===== config.mk =====
export PLATFORM = sky130hd
export DESIGN_NAME = quadrature_mouse_report_unit
export DESIGN_NICKNAME = d
export VERILOG_FILES = /design/src/rtl/qmru_pkg.sv /design/src/rtl/quadrature_mouse_report_unit.sv /design/src/rtl/qmru_cfg.sv /design/src/rtl/qmru_core.sv
export SDC_FILE = /design/constraint.sdc
export NUM_CORES = 1
export LEC_CHECK = 0
export ABC_AREA = 1
export BUFFER_PORTS_ARGS = -buffer_cell sky130_fd_sc_hd__buf_2
export CORE_AREA = 5 5 137 139
export DETAILED_ROUTE_END_ITERATION = 16
export DIE_AREA = 0 0 142 144
export GPL_TIMING_DRIVEN = 1
export PLACE_DENSITY = 0.85
export RECOVER_POWER = 50
export SYNTH_ARGS = -nofsm -noshare
export SYNTH_HDL_FRONTEND = slang
export SYNTH_SLANG_ARGS = --single-unit

===== constraint.sdc =====
create_clock -name clk -period 3.4 [get_ports clk]
set_input_delay 0.17 -clock clk [delete_from_list [all_inputs] [get_ports clk]]
set_output_delay 0.17 -clock clk [all_outputs]
set_load 0.02 [all_outputs]

===== src/rtl/qmru_pkg.sv =====
// Shared types and constants for the quadrature mouse report unit.
// No dependencies; used by every module under rtl/.
`timescale 1ns / 1ps

package qmru_pkg;

  localparam int CNT_W      = 16;  // motion counter width, 8..32
  localparam int GAIN_W     = 4;
  localparam int ADDR_W     = 4;
  localparam int PADDR_W    = 3;
  localparam int PDATA_W    = 32;
  localparam int WORD_W     = 16;
  localparam int FIELD_W    = 6;   // magnitude field width in the report

  localparam logic [GAIN_W-1:0] GAIN_RST = 4'd2;
  localparam logic [ADDR_W-1:0] ADDR_RST = 4'd3;

  // command nibble for talk register 0
  localparam logic [3:0] TALK_REG0 = 4'hC;

  localparam logic OP_SAMPLE  = 1'b0;
  localparam logic OP_COMMAND = 1'b1;

  // register index, taken from paddr[2]
  localparam logic REG_SPEED_GAIN     = 1'b0;
  localparam logic REG_DEVICE_ADDRESS = 1'b1;

  typedef struct packed {
    logic       opcode;
    logic       y_a;
    logic       y_b;
    logic       x_a;
    logic       x_b;
    logic       button_n;
    logic [7:0] command;
  } in_item_t;

  typedef struct packed {
    logic              reply_valid;
    logic [WORD_W-1:0] reply_word;
    logic              service_request;
  } out_item_t;

  typedef struct packed {
    logic [GAIN_W-1:0] speed_gain;
    logic [ADDR_W-1:0] device_address;
  } cfg_t;

endpackage


===== src/rtl/quadrature_mouse_report_unit.sv =====
// Top level: input register, decoder core, result register and config port.
// Depends on qmru_pkg, qmru_cfg and qmru_core.
`timescale 1ns / 1ps

// Every accepted item produces exactly one result item. An item sits in the
// input register, where the core updates the pin/count/flag state and forms
// the report (one 16x4 multiply per axis), and is then held in the result
// register until taken. Throughput is one item per cycle while the result
// register is drained, set by the single input stage, and in_ready stays high
// while a finished result waits as long as the result register is being
// drained. Configuration registers: speed_gain at byte address 0,
// device_address at byte address 4.
module quadrature_mouse_report_unit (
  input  logic                          clk,
  input  logic                          rst_n,
  input  logic                          in_valid,
  output logic                          in_ready,
  input  qmru_pkg::in_item_t            in_item,
  output logic                          out_valid,
  input  logic                          out_ready,
  output qmru_pkg::out_item_t           out_item,
  input  logic                          psel,
  input  logic                          penable,
  input  logic                          pwrite,
  input  logic [qmru_pkg::PADDR_W-1:0]  paddr,
  input  logic [qmru_pkg::PDATA_W-1:0]  pwdata,
  output logic [qmru_pkg::PDATA_W-1:0]  prdata,
  output logic                          pready
);

  qmru_pkg::cfg_t      cfg;
  qmru_pkg::in_item_t  s1_item_r;
  qmru_pkg::out_item_t core_res;
  qmru_pkg::out_item_t out_item_r;
  logic                s1_valid_r;
  logic                out_valid_r;
  logic                s1_adv;

  qmru_cfg u_cfg (
    .clk     (clk),
    .rst_n   (rst_n),
    .psel    (psel),
    .penable (penable),
    .pwrite  (pwrite),
    .paddr   (paddr),
    .pwdata  (pwdata),
    .prdata  (prdata),
    .pready  (pready),
    .cfg     (cfg)
  );

  qmru_core u_core (
    .clk     (clk),
    .rst_n   (rst_n),
    .advance (s1_adv),
    .item    (s1_item_r),
    .cfg     (cfg),
    .result  (core_res)
  );

  assign s1_adv   = s1_valid_r & (~out_valid_r | out_ready);
  assign in_ready = ~s1_valid_r | s1_adv;

  always_ff @(posedge clk) begin
    if (!rst_n) begin
      s1_valid_r  <= 1'b0;
      out_valid_r <= 1'b0;
    end else begin
      if (in_ready)
        s1_valid_r <= in_valid;
      if (s1_adv)
        out_valid_r <= 1'b1;
      else if (out_ready)
        out_valid_r <= 1'b0;
    end
  end

  always_ff @(posedge clk) begin
    if (in_ready && in_valid)
      s1_item_r <= in_item;
    if (s1_adv)
      out_item_r <= core_res;
  end

  assign out_valid = out_valid_r;
  assign out_item  = out_item_r;

`ifndef ASSERT_OFF
  // a report always clears the service request
  a_reply_clears_req: assert property (@(posedge clk) disable iff (!rst_n)
    out_valid && out_item.reply_valid |-> !out_item.service_request)
    else $error("reply sent with service request still set");

  // no reply means an all-zero word
  a_idle_word_zero: assert property (@(posedge clk) disable iff (!rst_n)
    out_valid && !out_item.reply_valid |-> out_item.reply_word == '0)
    else $error("reply_word nonzero without reply_valid");

  // an empty result register never blocks the input
  a_ready_when_empty: assert property (@(posedge clk) disable iff (!rst_n)
    !out_valid_r |-> in_ready)
    else $error("input stalled with empty result register");
`endif

endmodule


===== src/rtl/qmru_cfg.sv =====
// Configuration registers behind the APB-style port.
// Depends on qmru_pkg.
`timescale 1ns / 1ps

module qmru_cfg (
  input  logic                          clk,
  input  logic                          rst_n,
  input  logic                          psel,
  input  logic                          penable,
  input  logic                          pwrite,
  input  logic [qmru_pkg::PADDR_W-1:0]  paddr,
  input  logic [qmru_pkg::PDATA_W-1:0]  pwdata,
  output logic [qmru_pkg::PDATA_W-1:0]  prdata,
  output logic                          pready,
  output qmru_pkg::cfg_t                cfg
);

  logic [qmru_pkg::GAIN_W-1:0] gain_r, gain_nxt;
  logic [qmru_pkg::ADDR_W-1:0] addr_r, addr_nxt;
  logic                        wr_en;

  assign pready = 1'b1;
  assign wr_en  = psel & penable & pwrite;

  always_comb begin
    gain_nxt = gain_r;
    addr_nxt = addr_r;
    if (wr_en) begin
      unique case (paddr[2])
        qmru_pkg::REG_SPEED_GAIN:     gain_nxt = pwdata[qmru_pkg::GAIN_W-1:0];
        qmru_pkg::REG_DEVICE_ADDRESS: addr_nxt = pwdata[qmru_pkg::ADDR_W-1:0];
        default: ;
      endcase
    end
  end

  always_ff @(posedge clk) begin
    if (!rst_n) begin
      gain_r <= qmru_pkg::GAIN_RST;
      addr_r <= qmru_pkg::ADDR_RST;
    end else begin
      gain_r <= gain_nxt;
      addr_r <= addr_nxt;
    end
  end

  always_comb begin
    unique case (paddr[2])
      qmru_pkg::REG_SPEED_GAIN:
        prdata = {{(qmru_pkg::PDATA_W-qmru_pkg::GAIN_W){1'b0}}, gain_r};
      qmru_pkg::REG_DEVICE_ADDRESS:
        prdata = {{(qmru_pkg::PDATA_W-qmru_pkg::ADDR_W){1'b0}}, addr_r};
      default: prdata = '0;
    endcase
  end

  assign cfg.speed_gain     = gain_r;
  assign cfg.device_address = addr_r;

endmodule


===== src/rtl/qmru_core.sv =====
// Decoder state (pins, counts, flags) and report formatting for one item.
// Depends on qmru_pkg.
`timescale 1ns / 1ps

module qmru_core (
  input  logic                clk,
  input  logic                rst_n,
  input  logic                advance,
  input  qmru_pkg::in_item_t  item,
  input  qmru_pkg::cfg_t      cfg,
  output qmru_pkg::out_item_t result
);

  localparam int CW = qmru_pkg::CNT_W;

  logic [4:0]    pins_r, pins_nxt;
  logic [CW-1:0] cnt_x_r, cnt_x_nxt;
  logic [CW-1:0] cnt_y_r, cnt_y_nxt;
  logic          press_r, press_nxt;
  logic          upd_r, upd_nxt;
  logic          req_r, req_nxt;

  logic [4:0]    pins, chg;
  logic          watched_chg;
  logic          talk;
  logic [CW-1:0] ys, xs, ys_neg;
  logic [CW+qmru_pkg::GAIN_W-1:0] ys_full, xs_full;
  logic [qmru_pkg::WORD_W-1:0]    word;

  assign pins        = {item.button_n, item.x_b, item.x_a, item.y_b, item.y_a};
  assign chg         = pins ^ pins_r;
  assign watched_chg = chg[0] | chg[2] | chg[4];

  // scaled counts wrap at the counter width
  assign ys_full = cnt_y_r * cfg.speed_gain;
  assign xs_full = cnt_x_r * cfg.speed_gain;
  assign ys      = ys_full[CW-1:0];
  assign xs      = xs_full[CW-1:0];
  assign ys_neg  = -ys;

  always_comb begin
    word     = '0;
    word[15] = ~press_r;
    if (ys != '0) begin
      word[14]   = ~ys[CW-1];
      word[13:8] = ys_neg[qmru_pkg::FIELD_W-1:0];
    end
    if (xs != '0) begin
      word[6]   = xs[CW-1];
      word[5:0] = xs[qmru_pkg::FIELD_W-1:0];
    end
  end

  always_comb begin
    pins_nxt  = pins_r;
    cnt_x_nxt = cnt_x_r;
    cnt_y_nxt = cnt_y_r;
    press_nxt = press_r;
    upd_nxt   = upd_r;
    req_nxt   = req_r;
    talk      = 1'b0;
    unique case (item.opcode)
      qmru_pkg::OP_SAMPLE: begin
        if (watched_chg) begin
          press_nxt = press_r | ~item.button_n;
          if (chg[0])
            cnt_y_nxt = cnt_y_r + ((item.y_a == item.y_b) ? CW'(1) : {CW{1'b1}});
          if (chg[2])
            cnt_x_nxt = cnt_x_r + ((item.x_a == item.x_b) ? CW'(1) : {CW{1'b1}});
          pins_nxt = pins;
          upd_nxt  = 1'b1;
        end
      end
      qmru_pkg::OP_COMMAND: begin
        if (upd_r) begin
          if (item.command[7:4] == cfg.device_address) begin
            if (item.command[3:0] == qmru_pkg::TALK_REG0) begin
              talk      = 1'b1;
              cnt_x_nxt = '0;
              cnt_y_nxt = '0;
              press_nxt = 1'b0;
              upd_nxt   = 1'b0;
              req_nxt   = 1'b0;
            end
          end else begin
            req_nxt = 1'b1;
          end
        end
      end
      default: ;
    endcase
  end

  always_ff @(posedge clk) begin
    if (!rst_n) begin
      pins_r  <= '0;
      cnt_x_r <= '0;
      cnt_y_r <= '0;
      press_r <= 1'b0;
      upd_r   <= 1'b0;
      req_r   <= 1'b0;
    end else if (advance) begin
      pins_r  <= pins_nxt;
      cnt_x_r <= cnt_x_nxt;
      cnt_y_r <= cnt_y_nxt;
      press_r <= press_nxt;
      upd_r   <= upd_nxt;
      req_r   <= req_nxt;
    end
  end

  assign result.reply_valid     = talk;
  assign result.reply_word      = talk ? word : '0;
  assign result.service_request = req_nxt;

endmodule


# Word level (Yosys, flattened, before mapping)
# Index checks and enable logic that the tools add are counted.
dict set report word_totals {
  regBits 82
  word_cells 99
}
dict set report classes {
  bitwise 16
  multipliers 2
  n_eq_ne 10
  reduce_logical 13
  mux 32
  addsub 3
}
# op count
set ops {}
lappend ops {{two-way mux 16 bit} 9}
lappend ops {{case mux 16 bit (2 select lines)} 2}
lappend ops {{case mux 32 bit (2 select lines)} 1}
lappend ops {{adder 16 bit} 2}
lappend ops {{multiplier 16 x 4 -> 16 bit} 2}
lappend ops {{nonzero test 16 bit} 2}
lappend ops {{two-way mux 1 bit} 18}
lappend ops {{!= test 2 x 1 -> 1 bit, second input constant} 6}
lappend ops {{AND reduction 6 bit} 2}
lappend ops {{AND reduction 2 bit} 5}
lappend ops {{NOT 1 bit} 7}
lappend ops {{negation 6 bit} 1}
lappend ops {{OR 1 bit} 5}
lappend ops {{AND reduction 5 bit} 1}
lappend ops {{XOR 5 bit} 1}
lappend ops {{== test 4 bit} 1}
lappend ops {{== test 4 bit, second input constant} 1}
lappend ops {{case mux 1 bit (2 select lines)} 2}
lappend ops {{bitwise AND 1 bit} 3}
lappend ops {{AND reduction 3 bit} 1}
lappend ops {{== test 1 bit} 2}
lappend ops {{nonzero test 2 bit} 1}
lappend ops {{logical AND 1 bit} 1}

# Depth between registers and ports, before layout
# Gate-level depths: netlist (run 1).
dict set report logic_depth {
  word_depth 6
  depth_mapped 23
}

# By module
# Synthesis (run 1) repeated with hierarchy kept, for this count alone.
dict set report unflattened {
  hier_cells 1210
  hier_area_um2 8396.8
}
# mod n_inst area_per_inst_um2 cells_each
set modules_own_cells {}
lappend modules_own_cells {qmru_core 1 6698.9 1072}
lappend modules_own_cells {quadrature_mouse_report_unit 1 1056.0 45}
lappend modules_own_cells {qmru_cfg 1 641.9 93}

# Worst setup path after synthesis (run 1)
# No wires, ideal clock.
dict set report synth_path {
  kind {register -> register}
  start {reg u_cfg.gain_r[2] (netlist name)}
  end {reg out_item_r, in the netlist out_item[10] (data pin)}
  t_arrival_ns 3.317
  setup_ns 0.258
  stages_incl_launch_ff 20
  n_path_buf 2
  setup_slack_ns -0.175
  path_cell_list {dfxtp_1 clkbuf_1 buf_1 nand2_1 fa_1 fa_1 inv_1 ha_1 nand2_1 inv_1 nand2_1 nand2_1 o21bai_1 nand2_1 nand2_1 nand2_1 nor2_1 nand4_1 nand2_1 nor2_1}
}
dict set report synth_via {
  elab_chain_len 3
}
# element line
set synth_rtl {}
lappend synth_rtl {{from (decl)} qmru_cfg.sv:18} ;# logic [qmru_pkg::GAIN_W-1:0] gain_r, gain_nxt;
lappend synth_rtl {{from (signal assigned)} qmru_cfg.sv:39} ;# gain_r <= qmru_pkg::GAIN_RST;
lappend synth_rtl {{from (signal assigned)} qmru_cfg.sv:42} ;# gain_r <= gain_nxt;
lappend synth_rtl {{multiplier 16 x 4 -> 16 bit} qmru_core.sv:35} ;# assign ys_full = cnt_y_r * cfg.speed_gain;
lappend synth_rtl {{nonzero test 16 bit} qmru_core.sv:44} ;# if (ys != '0) begin
lappend synth_rtl {{AND reduction 2 bit (no line)} --}
lappend synth_rtl {{to (signal assigned)} quadrature_mouse_report_unit.sv:82} ;# out_item_r <= core_res;
lappend synth_rtl {{to (decl)} quadrature_mouse_report_unit.sv:34} ;# qmru_pkg::out_item_t out_item_r;
# No other way between the ends.
# A chain may end at the register's enable or synchronous reset.

# Worst setup path in the final report (run 1)
dict set report layout_path {
  start {reg u_cfg.gain_r[1] (netlist name)}
  end {reg out_item_r, in the netlist out_item[2] (data pin)}
}
dict set report layout_via {
  elab_chain_len 3
}
# element line
set layout_rtl {}
lappend layout_rtl {{multiplier 16 x 4 -> 16 bit *} qmru_core.sv:36} ;# assign xs_full = cnt_x_r * cfg.speed_gain;
lappend layout_rtl {{nonzero test 16 bit} qmru_core.sv:48} ;# if (xs != '0) begin
lappend layout_rtl {{AND reduction 2 bit (no line)} --}
# Every way passes the cells marked *; elsewhere a longest branch is shown, timed or not.

==> metrics.csv, run 1 <==
stage,metric,value,unit
clock_tree,Clock Latency Late Sink,0.35,ns
setup_path,startpoint class of the critical path,flip-flop,
die,Initial Util,0.493,
routing,ANT nets after route,0,
setup_path,critical path class,flip-flop to flip-flop,
global_routing,vias in the first global route,7960,
hold_path,Min-Delay Path Class,input port to flip-flop,
die,io pins,109,
routing,drt wl/cell,14.0,um
cells_and_area,design area,10300,um2
hold_path,Hold Crit Depth,3,
global_routing,All-Layer GR Usage,0.213,
sta,Max Slew Vio Count,0,
die,Std-Cell Rows,49,
global_routing,pin count of the biggest net entering global routing,34,
sta,min setup slack post-route,-0.0983,ns
setup_path,Crit path largest cell delay,0.56,ns
routing,Post-route DRC,0,
sta,setup TNS after final layout,-1.03,ns
die,Die Ht,144,um
outcome,failing checks,setup timing,
global_routing,initial antenna violation count,0,
power,Pwr Total,2.59,mW
power,Leak,5.41,nW
setup_path,slowest CP cell,fa_1,
setup_path,peak fanout along the critical path,14,
power,peak supply drop,0.000264,V
synth,Synth area leaders,"nand2_1 (19%), fa_1 (12%), dfxtp_1 (11%)",
clock_tree,CTS tree,built,
routing,vias,8601,
synth,top cell type's share of synthesized area,0.188,
synth,synthesized flop and latch total,79,
synth,commonest cells in the synthesized netlist,"nand2_1 (434), inv_1 (237), nor2_1 (110), nand3_1 (88), a21oi_1 (72)",
synth,Post-synth top flop,dfxtp_1,
clock_tree,Clock Path Buffers,2,
power,PD cells,252,nW/um2
sta,final hold vios,0,
synth,Post-Syn Instances,1316,
sta,unrepaired setup endpoints after global routing,yes,
setup_path,"Arr. time, crit path",3.61,ns
synth,Mapped Area,8650,um2
global_routing,global-route wire length before repair,35900,um
cells_and_area,layout cells sized above 1,0.129,
synth,Syn. warnings,0,
outcome,status,"finished, violations left",
routing,drt pass-1 iters,6,
die,die width,142,um
cells_and_area,Diodes inserted,0,
routing,DR iter-0 viols,845,
run,# Max-Cap Violations,0,
sta,Max Fclk,286,MHz
placement,placed cell area,9290,um2
synth,"EDFF count, synth",31,
setup_path,"Top cell by count, worst path",nand2_1,
sta,Tightest Pin Transition,1.17,ns
placement,Final Wtd Congestion,0.913,
die,Die ar.,20400,um2
synth,count of cell types in the netlist,32,
cells_and_area,Area growth syn-to-layout,18.9,%
placement,Worst Setup Slack post-DPL,-0.196,ns
sta,fin crit share,1.03,
clock_tree,cts bufs inserted,9,
placement,DP Wirelength,15600,um
clock_tree,Worst-path clk slew,0.07,ns
clock_tree,# H-tree levels,3,
synth,syn avg cell area,6.57,um2
placement,IO buf count,48,
synth,ys async rst share,0,
sta,Tmin final,3.50,ns
die,CORE AREA,17500,um2
setup_path,required time of the worst setup path,3.51,ns
synth,"count leader, synth",nand2_1,
synth,sequential share of the synthesized area,0.219,
setup_path,worst reg2reg path depth,20,
routing,number of vias per cell,5.22,
setup_path,critical path cell sequence,"buf_12, nand2_1, inv_2, fa_1, inv_1, fa_1, inv_2, ha_4, nand2_4, inv_1, nand2_1, nand2_2, o21bai_1, nand2_1, nand2_1, nand2_2, nor2_1, nand4_1, nand2_2, nor2_1",
sta,Max-Slew Margin vs Limit,0.219,
sta,Min Hold Slack,0.0863,ns
sta,Fin Clk Skew,0.00762,ns
clock_tree,Sink Count,79,
routing,Post-Route WL,23100,um
cells_and_area,final net count,1582,
clock_tree,clock root cell,clkbuf_16,
global_routing,grt ovf,0,
synth,cell type contributing the most total cell area after synthesis,nand2_1,
setup_path,Worst setup EP type,flip-flop,
sta,"Setup violations, final",14,
cells by family after synthesis:
kind of cell             count (synthesis)  synth area share
AND/OR/NAND/NOR                        683             0.326
buffers and inverters                  290             0.141
AO/OA/AOI/OAI                          121            0.0758
adder cells (fa/ha/maj)                113             0.209
flip-flops                              79             0.219
XOR/XNOR                                28            0.0283
other                                    2          0.000868
path summary, 6_finish.rpt:
check | startpoint | end | slack, ns
max | u_cfg.gain_r[1] | out_item[2] | -0.1
min | pwdata[3] | u_cfg.addr_r[3] | 0.09
max reg2reg | u_cfg.gain_r[1] | out_item[2] | -0.1
min reg2reg | u_core.pins_r[0] | u_core.pins_r[0] | 0.50
layer usage:
| metal | part of all wire | vias up | global-route usage |
|---|---|---|---|
| li1 | - | 4216 | - |
| met1 | 0.41 | 3931 | 0.265 |
| met2 | 0.49 | 374 | 0.377 |
| met3 | 0.066 | 80 | 0.0308 |
| met4 | 0.037 | 0 | 0.0758 |
| met5 | 0 | - | 0 |
worst max-delay path: cells and delay by family (launching register included):
kind / cells / cell delay [ns]
buf+inv: 5 / 0.36
flops: 1 / 0.38
fa+ha+maj: 3 / 1.31
simple gates: 11 / 1.02
compound gates: 1 / 0.18
final cells by class:
class,count,area [um2]
inverter,237,890
clock buffer,12,289
clock inverter,4,56.3
sequential,79,1900
multi-input combinational,975,6040
fill,1487,7250
tap,229,287
timing repair buffer,111,816
registers in the layout, indices dropped and copies added (netlist names):
| signal | flops |
|---|---|
| u_core.pins_r | 3 |
| u_core.cnt_y_r | 16 |
| u_core.press_r | 1 |
| u_core.req_r | 1 |
| u_core.cnt_x_r | 16 |
| u_cfg.gain_r | 4 |
| out_valid | 1 |
| s1_valid_r | 1 |
| u_cfg.addr_r | 4 |
| u_core.upd_r | 1 |
| out_item | 17 |
| s1_item_r | 14 |
what timing repair did:
item	in CTS	in global routing
cloned	3	0
hold buffers	14	0
resized for setup	44	43
pin swaps	11	16
setup endpoints to repair	14	14
setup buffers	3	3
endpoints found under the hold margin	14	0
per-stage QoR:
| step | utilization | instances |
|---|---|---|
| after floorplan | - | 1344 |
| after global placement | 0.530 | 1608 |
| after detailed placement | 0.530 | 1608 |
| after CTS | 0.576 | 1644 |
| after global routing | 0.587 | 1647 |
| final | 0.587 | 1647 |
cell usage in the layout, fill, tap and decap left out, types with 3 or more instances in the layout:
cell,n
nand3_1,85
o21ai_0,29
dfxtp_4,3
ha_4,19
buf_4,42
inv_2,7
buf_12,3
dlygate4sd3_1,14
xor2_1,9
or2_2,15
edfxtp_1,31
inv_1,230
dfxtp_1,44
o21bai_1,9
nand3b_1,10
conb_1,30
a21boi_0,3
buf_16,3
nand2_1,414
nand4_1,15
xnor2_1,17
clkbuf_16,11
nor2_2,8
ha_1,42
nand3_2,5
buf_2,27
clkbuf_1,22
a21o_1,4
nand2_4,3
a21oi_1,70
nor2_1,100
nand2_2,17
nor3_1,4
nor2_4,4
fa_1,50
power breakdown:
part | switching (mW) | total, mW | internal (mW)
combinational | 0.268 | 0.423 | 0.155
sequential | 0.0289 | 1.04 | 1.02
clock | 0.438 | 1.12 | 0.684
total | 0.736 | 2.59 | 1.85
(Power assumes the default switching activity.)
==> inputs of run 2 (changes only) <==
--- a/config.mk
+++ b/config.mk
@@ -7,9 +7,9 @@
 export LEC_CHECK = 0
 export ABC_AREA = 1
 export BUFFER_PORTS_ARGS = -buffer_cell sky130_fd_sc_hd__buf_2
-export CORE_AREA = 5 5 137 139
+export CORE_AREA = 5 5 113 168
 export DETAILED_ROUTE_END_ITERATION = 16
-export DIE_AREA = 0 0 142 144
+export DIE_AREA = 0 0 118 173
 export GPL_TIMING_DRIVEN = 1
 export PLACE_DENSITY = 0.85
 export RECOVER_POWER = 50
==> metrics.csv, run 2 (same netlist as run 1, synthesis figures left out) <==
stage,metric,value,unit,change
die,io pins,109,,unchanged
die,Die Ht,173,um,+20%
clock_tree,Worst-path clk slew,0.07,ns,about the same
routing,ANT nets after route,0,,unchanged
die,Std-Cell Rows,59,,+20%
setup_path,"Top cell by count, worst path",nor2_2,,
cells_and_area,"commonest non-fill, non-tap cells in the layout","nand2_1 (406), inv_1 (228), nor2_1 (93)",,
sta,final hold vios,0,,unchanged
die,Die ar.,20400,um2,-0.17%
placement,Final Wtd Congestion,0.931,,+2.0%
global_routing,GRT busiest layer,met2,,
cells_and_area,final net count,1618,,+2.3%
global_routing,GR Layer Usage met1,0.233,,-0.0325
setup_path,slowest CP cell,fa_1,,
placement,Worst Setup Slack post-DPL,-0.347,ns,-0.152 ns
placement,IO buf count,48,,unchanged
clock_tree,# H-tree levels,3,,unchanged
cells_and_area,layout cells sized above 1,0.177,,+0.0484
outcome,failing checks,setup timing,,
setup_path,critical path cell sequence,"buf_12, buf_12, nand2_1, inv_2, fa_1, inv_1, fa_1, inv_2, ha_4, nand2_4, nor3_4, nor2_2, nor2_2, nor2_1, nand2_1, nand2_2, nor2_2, nand4_1, nand2_2, nor2_1",,
sta,Tmin final,3.54,ns,+0.0456 ns
cells_and_area,Area growth syn-to-layout,21.8,%,
setup_path,Worst Path Buf+Inv,5,,unchanged
routing,vias,8984,,+4.5%
sta,min setup slack post-route,-0.144,ns,-0.0456 ns
clock_tree,cts bufs inserted,9,,unchanged
run,# Max-Cap Violations,0,,unchanged
routing,Post-route DRC,0,,unchanged
clock_tree,Sink Count,79,,unchanged
global_routing,initial antenna violation count,0,,unchanged
sta,Max-Slew Margin vs Limit,0.248,,+0.0286
sta,"Setup violations, final",14,,unchanged
global_routing,met3 usage,0.0330,,+0.00225
setup_path,crit-path leading delay family,adder cells,,
sta,Max Slew Vio Count,0,,unchanged
cells_and_area,"commonest non-fill, non-tap cell in the layout",nand2_1,,
clock_tree,Clock Latency Late Sink,0.35,ns,about the same
clock_tree,Clock Path Buffers,2,,unchanged
sta,Min Hold Slack,0.00620,ns,-0.0801 ns
cells_and_area,Diodes inserted,0,,unchanged
setup_path,Crit path largest cell delay,0.51,ns,-0.05 ns
clock_tree,clock root cell,clkbuf_16,,
global_routing,vias in the first global route,8658,,+8.8%
global_routing,All-Layer GR Usage,0.211,,-0.00218
sta,Max Fclk,282,MHz,-1.3%
global_routing,pin count of the biggest net entering global routing,34,,unchanged
routing,number of vias per cell,5.39,,+3.2%
routing,DR iter-0 viols,678,,-20%
routing,Post-Route WL,24000,um,+3.9%
global_routing,grt met2 use,0.388,,+0.0105
die,die width,118,um,-17%
sta,Fin Clk Skew,0.00938,ns,+0.00175 ns
setup_path,required time of the worst setup path,3.50,ns,about the same
die,CORE AREA,17300,um2,-1.5%
setup_path,Worst setup EP type,flip-flop,,
clock_tree,CTS tree,built,,
outcome,status,"finished, violations left",,
setup_path,critical path class,flip-flop to flip-flop,,
power,PD cells,238,nW/um2,-5.3%
global_routing,grt ovf,0,,unchanged
setup_path,"Arr. time, crit path",3.64,ns,+0.03 ns
routing,drt pass-1 iters,5,,-1
setup_path,peak fanout along the critical path,12,,-2
sta,fin crit share,1.04,,+0.0134
setup_path,startpoint class of the critical path,flip-flop,,
placement,DP Wirelength,16200,um,+3.3%
power,Leak,5.59,nW,+3.4%
power,peak supply drop,0.000258,V,-2.3%
die,Initial Util,0.501,,+0.00743
routing,drt wl/cell,14.4,um,+2.7%
cells_and_area,max FFs per register,17,,unchanged
sta,unrepaired setup endpoints after global routing,yes,,
global_routing,global-route wire length before repair,37300,um,+3.9%
hold_path,Min-Delay Path Class,input port to flip-flop,,
sta,Tightest Pin Transition,1.13,ns,-0.0428 ns
[run 2: final timing paths]
path / cells after the start / startpoint / slack [ns] / to
max: 20 / u_cfg.gain_r[2] / -0.14 / out_item[3]
min: 1 / in_item[7] / 0.006 / s1_item_r[7]
max reg2reg: 20 / u_cfg.gain_r[2] / -0.14 / out_item[3]
min reg2reg: 2 / u_cfg.addr_r[0] / 0.49 / u_cfg.addr_r[0]
[run 2: report_power, final]
part / internal, mW / switching, mW
Combinational: 0.161 / 0.275
Clock: 0.627 / 0.407
Sequential: 1.02 / 0.0264
Total: 1.80 / 0.708
[run 2: final cells by class]
class | count | area [um2]
fillers | 1397 | 6730
multi-input cells | 975 | 6070
clock buffers | 14 | 307
repair buffers | 147 | 1090
flip-flops and latches | 79 | 1900
clock inverters | 2 | 17.5
inverters | 237 | 890
well taps | 213 | 267
[run 2: worst register-to-register path, delay by kind of cell (launching register included)]
kind | cells | cell delay, ns
flops | 1 | 0.33
fa+ha+maj | 3 | 1.31
simple gates | 12 | 1.20
buf+inv | 5 | 0.45
[run 2: timing repair]
action | 4_1_cts | 5_1_grt
setup buffers | 2 | 7
setup endpoints to repair | 14 | 14
gates resized for setup | 42 | 62
hold endpoints to repair | 12 | 0
pin swaps | 6 | 20
hold buffers | 12 | 0
[run 2: layer usage]
metal / up-vias / wire length [um]
met5: - / 0
met4: 0 / 1340
met3: 125 / 1720
met2: 470 / 12100
met1: 4102 / 8800
li1: 4287 / -
[run 2: metrics by stage]
| stage | instance area (um2) | util | setup TNS [ns] | std cells | total power, mW |
|---|---|---|---|---|---|
| after floorplan | 8760 | - | 0 | 1344 | 1.37 |
| after global placement | 9540 | 0.552 | -1.98 | 1630 | 1.44 |
| after detailed placement | 9540 | 0.552 | -3.54 | 1630 | 1.46 |
| after CTS | 10200 | 0.590 | -0.0176 | 1660 | 2.50 |
| after global routing | 10500 | 0.610 | -4.21 | 1667 | 2.61 |
| final | 10500 | 0.610 | -1.19 | 1667 | 2.51 |
